**src/design/slr_pkg.sv**
```systemverilog
`default_nettype none
// ----------------------------------------------------------------------------
// Stopwatch lap recorder package
// Event codes, fixed field widths and the control group that travels from
// the timekeeper to the lap store.
// ----------------------------------------------------------------------------
package slr_pkg;

    localparam int CMD_W       = 2;
    localparam int OFFSET_W    = 3;
    localparam int HUND_W      = 7;
    localparam int OUT_SEC_W   = 16;
    localparam int TICK_W      = 7;
    localparam int HUND_PER_S  = 100;
    localparam int PROD_W      = 14;

    typedef enum logic [CMD_W-1:0] {
        CMD_TICK     = 2'd0,
        CMD_BTN_UP   = 2'd1,
        CMD_BTN_DOWN = 2'd2,
        CMD_READ     = 2'd3
    } slr_cmd_t;

    typedef struct packed {
        logic acc;
        logic wr;
        logic clr;
        logic rd;
    } slr_mem_ctl_t;

endpackage

`default_nettype wire

```
**src/design/slr_evt_if.sv**
```systemverilog
`default_nettype none
// ----------------------------------------------------------------------------
// Event channel
// Carries one stopwatch event per transaction under a valid/ready handshake.
// ----------------------------------------------------------------------------
interface slr_evt_if;

    logic       valid;
    logic       ready;
    logic [1:0] cmd;
    logic [2:0] lap_offset;

    modport source (output valid, output cmd, output lap_offset, input ready);
    modport sink   (input valid, input cmd, input lap_offset, output ready);

endinterface

`default_nettype wire

```
**src/design/slr_res_if.sv**
```systemverilog
`default_nettype none
// ----------------------------------------------------------------------------
// Result channel
// Carries the stopwatch status and the selected lap, one per transaction.
// ----------------------------------------------------------------------------
interface slr_res_if;

    logic        valid;
    logic        ready;
    logic        running;
    logic [6:0]  cur_hundredths;
    logic [15:0] cur_seconds;
    logic [6:0]  lap_hundredths;
    logic [15:0] lap_seconds;

    modport source (
        output valid, output running, output cur_hundredths, output cur_seconds,
        output lap_hundredths, output lap_seconds, input ready
    );
    modport sink (
        input valid, input running, input cur_hundredths, input cur_seconds,
        input lap_hundredths, input lap_seconds, output ready
    );

endinterface

`default_nettype wire

```
**src/design/slr_timekeeper.sv**
```systemverilog
`default_nettype none
// ----------------------------------------------------------------------------
// Stopwatch timekeeper
// Holds run state, tick count, current time, the lap ring head and the
// control-enable register, and issues one lap store operation per event.
// ----------------------------------------------------------------------------
module slr_timekeeper
    import slr_pkg::*;
#(
    parameter int LAP_DEPTH    = 5,
    parameter int SECONDS_BITS = 16,
    parameter int ADDR_W       = 3
)
(
    input  wire logic                    clk,
    input  wire logic                    rst_n,
    input  wire logic                    accept,
    input  wire logic [CMD_W-1:0]        cmd,
    input  wire logic [OFFSET_W-1:0]     lap_offset,
    input  wire logic                    cfg_wr_en,
    input  wire logic                    cfg_wr_data,
    output logic                         running,
    output logic [HUND_W-1:0]            hundredths,
    output logic [SECONDS_BITS-1:0]      seconds,
    output slr_mem_ctl_t                 mem_ctl,
    output logic [ADDR_W-1:0]            mem_addr
);

    localparam logic [ADDR_W-1:0] HEAD_LAST = ADDR_W'(LAP_DEPTH - 1);
    localparam logic [ADDR_W:0]   DEPTH_EXT = (ADDR_W + 1)'(LAP_DEPTH);

    logic                    ctrl_en_reg;
    logic                    run_reg, run_next;
    logic [TICK_W-1:0]       tick_reg, tick_next;
    logic [HUND_W-1:0]       hund_reg, hund_next;
    logic [SECONDS_BITS-1:0] sec_reg, sec_next;
    logic [ADDR_W-1:0]       head_reg, head_next;

    logic [ADDR_W-1:0]       off_wrap [8];
    logic [TICK_W:0]         tick_inc;
    logic [PROD_W-1:0]       hund_prod;
    logic [ADDR_W:0]         slot_sum;
    logic [ADDR_W-1:0]       read_slot;

    for (genvar i = 0; i < 8; i++) begin : g_off_wrap
        assign off_wrap[i] = ADDR_W'(i % LAP_DEPTH);
    end

    assign tick_inc  = {1'b0, tick_reg} + (TICK_W + 1)'(1);
    assign hund_prod = PROD_W'(tick_inc[TICK_W-1:0]) * PROD_W'(HUND_PER_S);
    assign slot_sum  = {1'b0, head_reg} + {1'b0, off_wrap[lap_offset]};
    assign read_slot = (slot_sum >= DEPTH_EXT) ? ADDR_W'(slot_sum - DEPTH_EXT)
                                               : slot_sum[ADDR_W-1:0];

    always_comb
    begin
        run_next  = run_reg;
        tick_next = tick_reg;
        hund_next = hund_reg;
        sec_next  = sec_reg;
        head_next = head_reg;
        mem_ctl   = '0;
        mem_addr  = head_reg;
        if (accept)
        begin
            mem_ctl.acc = 1'b1;
            unique case (slr_cmd_t'(cmd))
                CMD_TICK:
                begin
                    if (run_reg)
                    begin
                        if (tick_inc[TICK_W])
                        begin
                            tick_next = '0;
                            hund_next = '0;
                            sec_next  = sec_reg + SECONDS_BITS'(1);
                        end
                        else
                        begin
                            tick_next = tick_inc[TICK_W-1:0];
                            hund_next = hund_prod[PROD_W-1:TICK_W];
                        end
                    end
                end
                CMD_BTN_UP:
                begin
                    if (ctrl_en_reg)
                    begin
                        run_next = !run_reg;
                    end
                end
                CMD_BTN_DOWN:
                begin
                    if (ctrl_en_reg)
                    begin
                        if (run_reg)
                        begin
                            head_next  = (head_reg == '0) ? HEAD_LAST
                                                          : head_reg - ADDR_W'(1);
                            mem_ctl.wr = 1'b1;
                            mem_addr   = head_next;
                        end
                        else
                        begin
                            tick_next   = '0;
                            hund_next   = '0;
                            sec_next    = '0;
                            head_next   = '0;
                            mem_ctl.clr = 1'b1;
                        end
                    end
                end
                CMD_READ:
                begin
                    mem_ctl.rd = 1'b1;
                    mem_addr   = read_slot;
                end
                default:
                begin
                    mem_ctl.rd = 1'b0;
                end
            endcase
        end
    end

    always_ff @(posedge clk or negedge rst_n)
    begin
        if (!rst_n)
        begin
            ctrl_en_reg <= 1'b1;
            run_reg     <= 1'b0;
            tick_reg    <= '0;
            hund_reg    <= '0;
            sec_reg     <= '0;
            head_reg    <= '0;
        end
        else
        begin
            if (cfg_wr_en)
            begin
                ctrl_en_reg <= cfg_wr_data;
            end
            run_reg  <= run_next;
            tick_reg <= tick_next;
            hund_reg <= hund_next;
            sec_reg  <= sec_next;
            head_reg <= head_next;
        end
    end

    assign running    = run_reg;
    assign hundredths = hund_reg;
    assign seconds    = sec_reg;

endmodule

`default_nettype wire

```
**src/design/slr_lap_store.sv**
```systemverilog
`default_nettype none
// ----------------------------------------------------------------------------
// Lap store
// Ring of lap entries with one write or one registered read per event and a
// valid bit per entry so that a clear takes effect at once.
// ----------------------------------------------------------------------------
module slr_lap_store
    import slr_pkg::*;
#(
    parameter int LAP_DEPTH = 5,
    parameter int DATA_W    = 23,
    parameter int ADDR_W    = 3
)
(
    input  wire logic              clk,
    input  wire logic              rst_n,
    input  wire slr_mem_ctl_t      mem_ctl,
    input  wire logic [ADDR_W-1:0] mem_addr,
    input  wire logic [DATA_W-1:0] wr_data,
    output logic [DATA_W-1:0]      rd_data,
    output logic                   rd_hit
);

    logic [DATA_W-1:0]    mem [LAP_DEPTH];
    logic [LAP_DEPTH-1:0] valid_reg;
    logic [DATA_W-1:0]    rd_data_reg;
    logic                 rd_hit_reg;

    always_ff @(posedge clk)
    begin
        if (mem_ctl.wr)
        begin
            mem[mem_addr] <= wr_data;
        end
        if (mem_ctl.rd)
        begin
            rd_data_reg <= mem[mem_addr];
        end
    end

    always_ff @(posedge clk or negedge rst_n)
    begin
        if (!rst_n)
        begin
            valid_reg  <= '0;
            rd_hit_reg <= 1'b0;
        end
        else
        begin
            if (mem_ctl.clr)
            begin
                valid_reg <= '0;
            end
            else if (mem_ctl.wr)
            begin
                valid_reg[mem_addr] <= 1'b1;
            end
            if (mem_ctl.acc)
            begin
                rd_hit_reg <= mem_ctl.rd && valid_reg[mem_addr];
            end
        end
    end

    assign rd_data = rd_data_reg;
    assign rd_hit  = rd_hit_reg;

endmodule

`default_nettype wire

```
**src/design/stopwatch_lap_recorder_core.sv**
```systemverilog
`default_nettype none
// ----------------------------------------------------------------------------
// Stopwatch lap recorder core
// Event-driven stopwatch with a ring of recorded laps, one result per event.
//
//   channel  dir  handshake        payload
//   evt      in   valid / ready    cmd, lap_offset
//   res      out  valid / ready    running, cur_*, lap_*
//   cfg      in   cfg_wr_en        cfg_wr_data (control enable)
//
// Each event updates the state at the edge it is accepted and its result is
// registered at the output; one event is accepted every cycle unless stalled.
// The lap read goes through the registered read port of the lap store.
// Reset leaves the watch stopped at zero with every lap entry reading zero.
// While a result is held at the output, one more event is taken in; after
// that the input stalls until the output transaction completes.
// ----------------------------------------------------------------------------
module stopwatch_lap_recorder_core
    import slr_pkg::*;
#(
    parameter int LAP_DEPTH    = 5,
    parameter int SECONDS_BITS = 16
)
(
    input  wire logic   clk,
    input  wire logic   rst_n,
    slr_evt_if.sink     evt,
    slr_res_if.source   res,
    input  wire logic   cfg_wr_en,
    input  wire logic   cfg_wr_data
);

    localparam int ADDR_W = (LAP_DEPTH > 1) ? $clog2(LAP_DEPTH) : 1;
    localparam int DATA_W = HUND_W + SECONDS_BITS;

    logic                    evt_accept;
    logic                    out_move;
    logic                    running;
    logic [HUND_W-1:0]       hundredths;
    logic [SECONDS_BITS-1:0] seconds;
    slr_mem_ctl_t            mem_ctl;
    logic [ADDR_W-1:0]       mem_addr;
    logic [DATA_W-1:0]       rd_data;
    logic                    rd_hit;
    logic [31:0]             cur_sec_ext;
    logic [31:0]             lap_sec_ext;

    logic                    pend_reg, pend_next;
    logic                    out_valid_reg, out_valid_next;
    logic                    running_reg;
    logic [HUND_W-1:0]       cur_hund_reg;
    logic [OUT_SEC_W-1:0]    cur_sec_reg;
    logic [HUND_W-1:0]       lap_hund_reg;
    logic [OUT_SEC_W-1:0]    lap_sec_reg;

    slr_timekeeper #(
        .LAP_DEPTH    (LAP_DEPTH),
        .SECONDS_BITS (SECONDS_BITS),
        .ADDR_W       (ADDR_W)
    ) u_timekeeper (
        .clk         (clk),
        .rst_n       (rst_n),
        .accept      (evt_accept),
        .cmd         (evt.cmd),
        .lap_offset  (evt.lap_offset),
        .cfg_wr_en   (cfg_wr_en),
        .cfg_wr_data (cfg_wr_data),
        .running     (running),
        .hundredths  (hundredths),
        .seconds     (seconds),
        .mem_ctl     (mem_ctl),
        .mem_addr    (mem_addr)
    );

    slr_lap_store #(
        .LAP_DEPTH (LAP_DEPTH),
        .DATA_W    (DATA_W),
        .ADDR_W    (ADDR_W)
    ) u_lap_store (
        .clk      (clk),
        .rst_n    (rst_n),
        .mem_ctl  (mem_ctl),
        .mem_addr (mem_addr),
        .wr_data  ({hundredths, seconds}),
        .rd_data  (rd_data),
        .rd_hit   (rd_hit)
    );

    assign out_move   = pend_reg && (!out_valid_reg || res.ready);
    assign evt.ready  = !pend_reg || !out_valid_reg || res.ready;
    assign evt_accept = evt.valid && evt.ready;

    assign cur_sec_ext = 32'(seconds);
    assign lap_sec_ext = 32'(rd_data[SECONDS_BITS-1:0]);

    always_comb
    begin
        pend_next      = evt_accept ? 1'b1 : (out_move ? 1'b0 : pend_reg);
        out_valid_next = out_move ? 1'b1 : (res.ready ? 1'b0 : out_valid_reg);
    end

    always_ff @(posedge clk or negedge rst_n)
    begin
        if (!rst_n)
        begin
            pend_reg      <= 1'b0;
            out_valid_reg <= 1'b0;
        end
        else
        begin
            pend_reg      <= pend_next;
            out_valid_reg <= out_valid_next;
        end
    end

    always_ff @(posedge clk)
    begin
        if (out_move)
        begin
            running_reg  <= running;
            cur_hund_reg <= hundredths;
            cur_sec_reg  <= cur_sec_ext[OUT_SEC_W-1:0];
            lap_hund_reg <= rd_hit ? rd_data[DATA_W-1:SECONDS_BITS] : '0;
            lap_sec_reg  <= rd_hit ? lap_sec_ext[OUT_SEC_W-1:0] : '0;
        end
    end

    assign res.valid          = out_valid_reg;
    assign res.running        = running_reg;
    assign res.cur_hundredths = cur_hund_reg;
    assign res.cur_seconds    = cur_sec_reg;
    assign res.lap_hundredths = lap_hund_reg;
    assign res.lap_seconds    = lap_sec_reg;

    a_hund_range: assert property (@(posedge clk) disable iff (!rst_n)
        hundredths < HUND_W'(HUND_PER_S))
        else $error("Current hundredths left the range of one second.");

    a_full_stall: assert property (@(posedge clk) disable iff (!rst_n)
        (pend_reg && out_valid_reg && !res.ready) |-> !evt.ready)
        else $error("An event was offered a slot while the pipeline was full.");

    a_stopped_tick: assert property (@(posedge clk) disable iff (!rst_n)
        (evt_accept && evt.cmd == CMD_TICK && !running) |=> $stable(seconds))
        else $error("A tick changed the time while the stopwatch was stopped.");

endmodule

`default_nettype wire

```
**src/flat_wrapper.sv**
```systemverilog
// flat-port wrapper written by rule: the top's interface ports become plain ports
module stopwatch_lap_recorder_core_flat import slr_pkg::*;
#(
    parameter int LAP_DEPTH    = 5,
    parameter int SECONDS_BITS = 16
)
  (clk, rst_n, cfg_wr_en, cfg_wr_data, evt_valid, evt_cmd, evt_lap_offset, evt_ready, res_valid, res_running, res_cur_hundredths, res_cur_seconds, res_lap_hundredths, res_lap_seconds, res_ready);
  slr_evt_if evt_i ();
  slr_res_if res_i ();
  input  wire logic clk;
  input  wire logic rst_n;
  input  wire logic cfg_wr_en;
  input  wire logic cfg_wr_data;
  input wire logic [$bits(evt_i.valid)-1:0] evt_valid;
  input wire logic [$bits(evt_i.cmd)-1:0] evt_cmd;
  input wire logic [$bits(evt_i.lap_offset)-1:0] evt_lap_offset;
  output wire logic [$bits(evt_i.ready)-1:0] evt_ready;
  output wire logic [$bits(res_i.valid)-1:0] res_valid;
  output wire logic [$bits(res_i.running)-1:0] res_running;
  output wire logic [$bits(res_i.cur_hundredths)-1:0] res_cur_hundredths;
  output wire logic [$bits(res_i.cur_seconds)-1:0] res_cur_seconds;
  output wire logic [$bits(res_i.lap_hundredths)-1:0] res_lap_hundredths;
  output wire logic [$bits(res_i.lap_seconds)-1:0] res_lap_seconds;
  input wire logic [$bits(res_i.ready)-1:0] res_ready;
  assign evt_i.valid = evt_valid;
  assign evt_i.cmd = evt_cmd;
  assign evt_i.lap_offset = evt_lap_offset;
  assign evt_ready = evt_i.ready;
  assign res_valid = res_i.valid;
  assign res_running = res_i.running;
  assign res_cur_hundredths = res_i.cur_hundredths;
  assign res_cur_seconds = res_i.cur_seconds;
  assign res_lap_hundredths = res_i.lap_hundredths;
  assign res_lap_seconds = res_i.lap_seconds;
  assign res_i.ready = res_ready;
  stopwatch_lap_recorder_core #(.LAP_DEPTH(LAP_DEPTH), .SECONDS_BITS(SECONDS_BITS)) u_core (.clk(clk), .rst_n(rst_n), .evt(evt_i), .res(res_i), .cfg_wr_en(cfg_wr_en), .cfg_wr_data(cfg_wr_data));
endmodule
```
**config.mk**
```make
export PLATFORM = sky130hd
export DESIGN_NAME = stopwatch_lap_recorder_core_flat
export DESIGN_NICKNAME = d
export VERILOG_FILES = /design/src/design/slr_pkg.sv /design/src/design/slr_evt_if.sv /design/src/design/slr_res_if.sv /design/src/design/slr_timekeeper.sv /design/src/design/slr_lap_store.sv /design/src/design/stopwatch_lap_recorder_core.sv /design/src/flat_wrapper.sv
export SDC_FILE = /design/constraint.sdc
export NUM_CORES = 1
export LEC_CHECK = 0
export CAP_MARGIN = 20
export CORE_MARGIN = 1.5
export CORE_UTILIZATION = 57
export DETAILED_ROUTE_END_ITERATION = 8
export DONT_BUFFER_PORTS = 1
export GPL_TIMING_DRIVEN = 0
export HOLD_SLACK_MARGIN = 0.02
export PLACE_DENSITY = 0.85
export RECOVER_POWER = 100
export SKIP_CTS_REPAIR_TIMING = 1
export SLEW_MARGIN = 20
export SYNTH_ARGS = -nofsm -noshare
export SYNTH_HDL_FRONTEND = slang
export SYNTH_HIERARCHICAL = 1
export SYNTH_SLANG_ARGS = --single-unit
```
**constraint.sdc**
```tcl
create_clock -name clk -period 3.7 [get_ports clk]
set_clock_uncertainty 0.15 [all_clocks]
set_input_delay 0 -clock clk [delete_from_list [all_inputs] [get_ports clk]]
set_output_delay 0 -clock clk [all_outputs]
set_load 0.02 [all_outputs]
```
=== Word-level counts from Yosys, hierarchy flattened ===
Memory sizes are Yosys's and may differ from the RTL's. A register that Yosys moved wholly into a read port is not among the register bits.
Cells that the tools add are included.

* Register bits after elaboration: 90
* Bits in latches: 0
* Memory bits (writable): 115
* ROM bits: 24
* Output and inout port bits: 49
* Word-level logic and storage cells: 96
* Memories kept: 2

{| class="wikitable"
|+ Memory list
! memory !! words !! width !! read ports !! clocked after memory_dff !! write ports !! RTL line !! text
|-
| u_core.u_lap_store.mem || 5 || 23 || 1 || 1 || 1 || slr_lap_store.sv:24 || <nowiki>logic [DATA_W-1:0] mem [LAP_DEPTH];</nowiki>
|-
| (no name shown) || 8 || 3 || 1 || 0 || 0 || slr_timekeeper.sv:51 || <nowiki>assign slot_sum = {1'b0, head_reg} + {1'b0, off_wrap[lap_offset]};</nowiki>
|}

* Add/subtract/negate cells: 5
* Multiply operators: 1
* Div/mod/pow operators: 0
* Order comparisons: 4
* Equal/unequal tests: 7
* Shift-type cells: 0
* Multiplexer cells: 40
* Bitwise operators: 2
* Reduce and logical (&&, ||, !) cells: 20

{| class="wikitable"
|+ Operators with widths
! operator !! number
|-
| $mux W16 || 4
|-
| $mux W7 || 6
|-
| $pmux W16 S2 || 1
|-
| $pmux W7 S2 || 2
|-
| $mux W3 || 8
|-
| $add A16 B1 Y16 const B || 1
|-
| $mul A7 B5 Y12 const B || 1
|-
| $mux W1 || 11
|-
| $mux W5 || 2
|-
| $add A7 B1 Y8 const B || 1
|-
| $ne A2 B2 Y1 const B || 4
|-
| $reduce_bool A2 Y1 || 4
|-
| $pmux W3 S2 || 1
|-
| $reduce_and A3 Y1 || 2
|-
| $reduce_and A6 Y1 || 1
|-
| $or A5 B5 Y5 || 1
|-
| $reduce_and A5 Y1 || 1
|-
| $add A3 B3 Y4 || 1
|-
| $eq A2 B2 Y1 const B || 2
|-
| $ge A4 B3 Y1 const B || 1
|-
| $ge A4 B4 Y1 const B || 1
|-
| $logic_and A1 B1 Y1 || 4
|-
| $lt A3 B4 Y1 const B || 1
|-
| $mux W2 || 2
|-
| 12 further kinds || 16
|}

=== Depth between registers and ports, before layout ===
* Depth after elaboration: 16
* Depth in mapped cells: 16
* Depth with buffers taken out: 15

=== Modules after synthesis ===
The synthesis kept the hierarchy.

{| class="wikitable"
|+ Modules (own cells, without submodules)
! module !! instances !! cells an instance !! area each (µm²) !! seq. area each (µm²)
|-
| slr_lap_store || 1 || 278 || 5,317.6 || 4,294.1
|-
| slr_timekeeper || 1 || 289 || 2,572.5 || 877.1
|-
| stopwatch_lap_recorder_core || 1 || 80 || 1,702.9 || 1,461.4
|}

=== Worst setup path after synthesis ===
No wires, ideal clock.

* Path type: register -> register
* From: register u_core.u_timekeeper.head_reg[0]
* To: memory u_core.u_lap_store.mem[0][0] (enable)
* Arrival: 3,532 ps
* Data required time: 3,168 ps
* Path slack: -364 ps
* Cell stages (with the launch flop): 14
* Clock period less this slack: 4,064 ps
* Cell sequence: dfrtp_1 ha_1 fa_1 inv_1 ha_1 nor2b_1 o21ai_0 a211oi_1 mux2i_1 o21ai_1 buf_2 nor3_2 buf_2 and2_1

* Word-level cells in the longest chain between the ends: 6

{| class="wikitable"
|+ RTL lines
! what !! RTL line !! text
|-
| from (decl) || slr_timekeeper.sv:37 || <nowiki>logic [ADDR_W-1:0] head_reg, head_next;</nowiki>
|-
| from (signal assigned) || slr_timekeeper.sv:147 || <nowiki>head_reg <= head_next;</nowiki>
|-
| parallel branches: the longest is 4 deep, another holds $add A3 B3 Y4 || - ||
|-
| $pmux W3 S2 * || slr_timekeeper.sv:67 || <nowiki>unique case (slr_cmd_t'(cmd))</nowiki>
|-
| $mux W3 * || slr_timekeeper.sv:64 || <nowiki>if (accept)</nowiki>
|-
| net u_core.mem_addr[1] || stopwatch_lap_recorder_core.sv:42 || <nowiki>logic [ADDR_W-1:0] mem_addr;</nowiki>
|-
| to (decl) || slr_lap_store.sv:24 ||
|}

Mark *: on every way through the listed nets, which the timed path passes.

=== Worst setup path after layout ===
* From: register u_core.u_timekeeper.head_reg[0]
* To: register u_core.u_lap_store.rd_data_reg[3], in the netlist u_core/u_lap_store/rd_data[3] (read register of u_core.u_lap_store.mem) (data pin)

* Word-level cells in the longest chain between the ends: 6

{| class="wikitable"
|+ RTL lines
! what !! RTL line !! text
|-
| parallel branches: the longest is 5 deep, another holds $add A3 B3 Y4 || - ||
|-
| $mux W3 * || slr_timekeeper.sv:64 ||
|-
| net u_core.mem_addr[0] || stopwatch_lap_recorder_core.sv:42 ||
|-
| to (decl) || slr_lap_store.sv:26 || <nowiki>logic [DATA_W-1:0] rd_data_reg;</nowiki>
|}

Marked as above.
A chain may end at the register's enable or synchronous reset.

==> flow_summary.yaml <==
status:
  status: "finished with violations"
  violations: "capacitance limit, slew limit, setup timing"
worst_setup_path:
  crit_family: "compound AO/OA/AOI/OAI gates"
  reg2reg_from: "u_core/u_timekeeper/head_reg[0]"
  worstSetupPathType: "flop to flop"
  slowest_delay_ps: 500
  cp.required_ps: 3910
  arrival_ps: 4010
  timing.rr.end: "u_core/u_lap_store/rd_data[3]"
  crit_slowest_cell: "fa_1"
  endpoint_kind: "flop"
  r2r_cells: 15
  path_max_fanout: 9
  start_kind: "flop"
  worst-path-buf-inv: 4
  reg2reg_slack_ps: -110
  critical_path.cell_chain: "ha_4 -> fa_1 -> inv_2 -> ha_4 -> nor2b_4 -> o21ai_2 -> a211oi_2 -> xnor2_1 -> o21ai_2 -> buf_6 -> buf_12 -> buf_4 -> a21oi_1 -> a211oi_1 -> a221o_1"
logic_synthesis:
  async_flop_share_pct: 18.9
  synth-main-ff-cell: "edfxtp_1"
  syn_area_per_cell_um2: 14.8
  synth_edf_count: 185
  ys_top_cells_by_area: "edfxtp_1 (58%), dfrtp_1 (11%), ha_1 (4.0%)"
  yosysTopAreaCell: "edfxtp_1"
  yosysSeqAreaShare_pct: 69.1
  yosysTopAreaCellShare_pct: 57.9
  ys_ff_latch: 228
  synthCells: 647
  synth_warnings: 6
  netlist_area_um2: 9590
  synth_nets: 692
  ys_types: 57
detailed_routing:
  ant_nets: 0
  wirelength_um: 22700
  vias: 6136
  drt-initial-drc-count: 661
  wl_per_cell_um: 24.0
  first_pass_iters: 5
  viasPerCell: 6.50
  drc: 0
clock_network:
  cts_buffers: 23
  cts.sink_count: 228
  root_buffer: "clkbuf_16"
  clock_latency_ps: 500
  ctsHtreeMaxLevel: 1
  cts_tree: "built"
  path_clk_slew_ps: 70
  cts_buffer_depth: 3
grt:
  track_usage_pct: 21.4
  grt_pass1_vias: 5636
  grt_pass1_wl_um: 29300
  grt_overflow: 0
  grt_max_degree: 44
  antenna_found_initial: 0
pwr:
  sw_frac_of_total_pct: 32.7
  combPwrFrac_pct: 30.6
  finalPower_mw: 7.73
  p_switching_mw: 2.53
  p_per_area_nw_per_um2: 690
  peakVddDrop_mv: 0.355
  internal-power_mw: 5.20
  p_seq_share_pct: 42.3
  p_clk_share_pct: 27.1
  leakage_nw: 4.29
floorplan:
  die-area_um2: 17600
  die_h_um: 133
  num_rows: 47
  coreArea_um2: 16500
  die_x_um: 133
  ios: 60
  start_util_pct: 58.1
cells_and_area:
  nets: 753
  final_layout_size_suffix_gt1_share_pct: 19.6
  fin_cells: 944
  final_cell_mix: "edfxtp_1 (185), dfrtp_1 (41), a21oi_1 (39)"
  n_antenna_cell: 0
  area_growth_pct: 16.8
  final_common_cell: "edfxtp_1"
  largest_reg_flops: 115
  nFillCells: 1051
  finalCoreUtilization_pct: 67.8
timing:
  finalSetupViolCount: 9
  fmax_ghz: 0.263
  finalCritPeriodShare_pct: 103
  layout_setup_ws_ps: -107
  slew_viol_final: 43
  finalHoldViolations: 0
  grt_setup_unrepaired: "yes"
  layout_min_cycle_time_ps: 3810
  tightestPinTransition_ps: 2480
  maxSlewHeadroom_pct: -65.4
placement:
  placed_cells: 869
  hpwl_um: 12100
  gp_congestion: 0.813
  io_buffers: 0
worst_hold_path:
  hp-start: "evt_cmd[0]"
  hold_depth: 5
  whs_endpoint: "u_core/u_lap_store/valid_reg[3]"
  hp-class: "input pin to flop"
run:
  drv_cap: 1
synth_stat cells, types with 2 or more instances:
| cell | n |
|---|---|
| a211oi_1 | 25 |
| mux2i_1 | 24 |
| buf_2 | 9 |
| and2_2 | 19 |
| edfxtp_1 | 185 |
| buf_4 | 3 |
| a221o_1 | 23 |
| o21ai_1 | 21 |
| or3_1 | 6 |
| xnor2_1 | 13 |
| nor4_1 | 2 |
| and3_1 | 5 |
| a41o_1 | 2 |
| mux2_2 | 4 |
| inv_1 | 19 |
| xor2_1 | 12 |
| a21oi_1 | 39 |
| a22o_1 | 2 |
| nand2_1 | 33 |
| nand3_1 | 12 |
| ha_1 | 31 |
| fa_1 | 3 |
| o21bai_1 | 2 |
| nand4_1 | 3 |
| a21o_1 | 4 |
| nor2_1 | 29 |
| buf_6 | 6 |
| and2_1 | 8 |
| a31oi_1 | 2 |
| dfrtp_1 | 42 |
| clkbuf_1 | 11 |
| nor2b_1 | 3 |
| and4bb_2 | 2 |
| nor3_1 | 7 |
| o21ai_0 | 4 |
| nand2b_1 | 11 |
cells by family after synthesis:
kind of cell,share of synthesized area [%]
muxes,3.21
DFF,69.1
AOI/OAI and AO/OA,9.53
xor gates and xnor gates,2.28
buffers and inverters,2.58
and+or+nand+nor,8.58
adders and majority gates,4.67
per-layer routing:
metal	vias up	wire length (um)	part of all wire, %	global-route usage, %
met5	-	0	0	0
met4	0	984	4.3	7.20
met3	85	1630	7.2	2.84
met2	394	11400	50	38.5
met1	3035	8610	38	26.9
li1	2622	-	-	-
layout make-up:
class | count | area [um^2] | share of cell area, %
timing repair buffer | 22 | 226 | 2.02
multi-input combinational | 385 | 3090 | 27.5
buffer | 29 | 235 | 2.10
tap | 220 | 275 | 2.46
clock inverter | 15 | 88.8 | 0.793
sequential | 228 | 6630 | 59.2
clock buffer | 26 | 587 | 5.24
inverter | 19 | 71.3 | 0.637
metrics by stage:
step	hold WS, ps	instance area, um^2	worst slack, ps	setup TNS (ps)
2_1_floorplan	-446	9600	12.5	0
3_3_place_gp	-444	9870	-561	-59670
3_5_place_dp	-444	9900	-774	-90000
4_1_cts	-968	10600	-770	-91290
5_1_grt	60.4	11200	-139	-5820
6_report	27.2	11200	-107	-265
worst min-delay path, delay by kind of cell:
family,cells,cell delay [ps]
compound gates,2,400
simple gates,3,230
how the worst max path moves through the flow:
| stage | startpoint | end | slack [ps] | cells after the start |
|---|---|---|---|---|
| 6_report | u_core/u_timekeeper/head_reg[0] | u_core/u_lap_store/rd_data[3] | -110 | 15 |
| 3_3_place_gp | u_core/u_timekeeper/head_reg[0] | u_core/u_lap_store/mem[0][8] | -560 | 13 |
| 3_5_place_dp | u_core/u_timekeeper/head_reg[0] | u_core/u_lap_store/mem[3][11] | -770 | 13 |
| 5_1_grt | u_core/u_timekeeper/head_reg[0] | u_core/u_lap_store/rd_data[3] | -140 | 15 |
| 4_1_cts | u_core/u_timekeeper/head_reg[0] | u_core/u_lap_store/mem[3][8] | -770 | 13 |
| 2_1_floorplan | u_core/u_timekeeper/head_reg[0] | u_core/u_lap_store/mem[3][0] | 10 | 13 |
power groups by stage:
| stage | combinational [mW] | clock (mW) | sequential (mW) |
|---|---|---|---|
| 4_1_cts | 1.74 | 2.10 | 3.26 |
| 6_report | 2.37 | 2.09 | 3.27 |
| 3_3_place_gp | 1.62 | 0 | 3.31 |
| 3_5_place_dp | 1.72 | 0 | 3.32 |
| 2_1_floorplan | 1.28 | 0 | 3.25 |
| 5_1_grt | 2.51 | 2.22 | 3.29 |
Power figures use the tool's default switching activity.
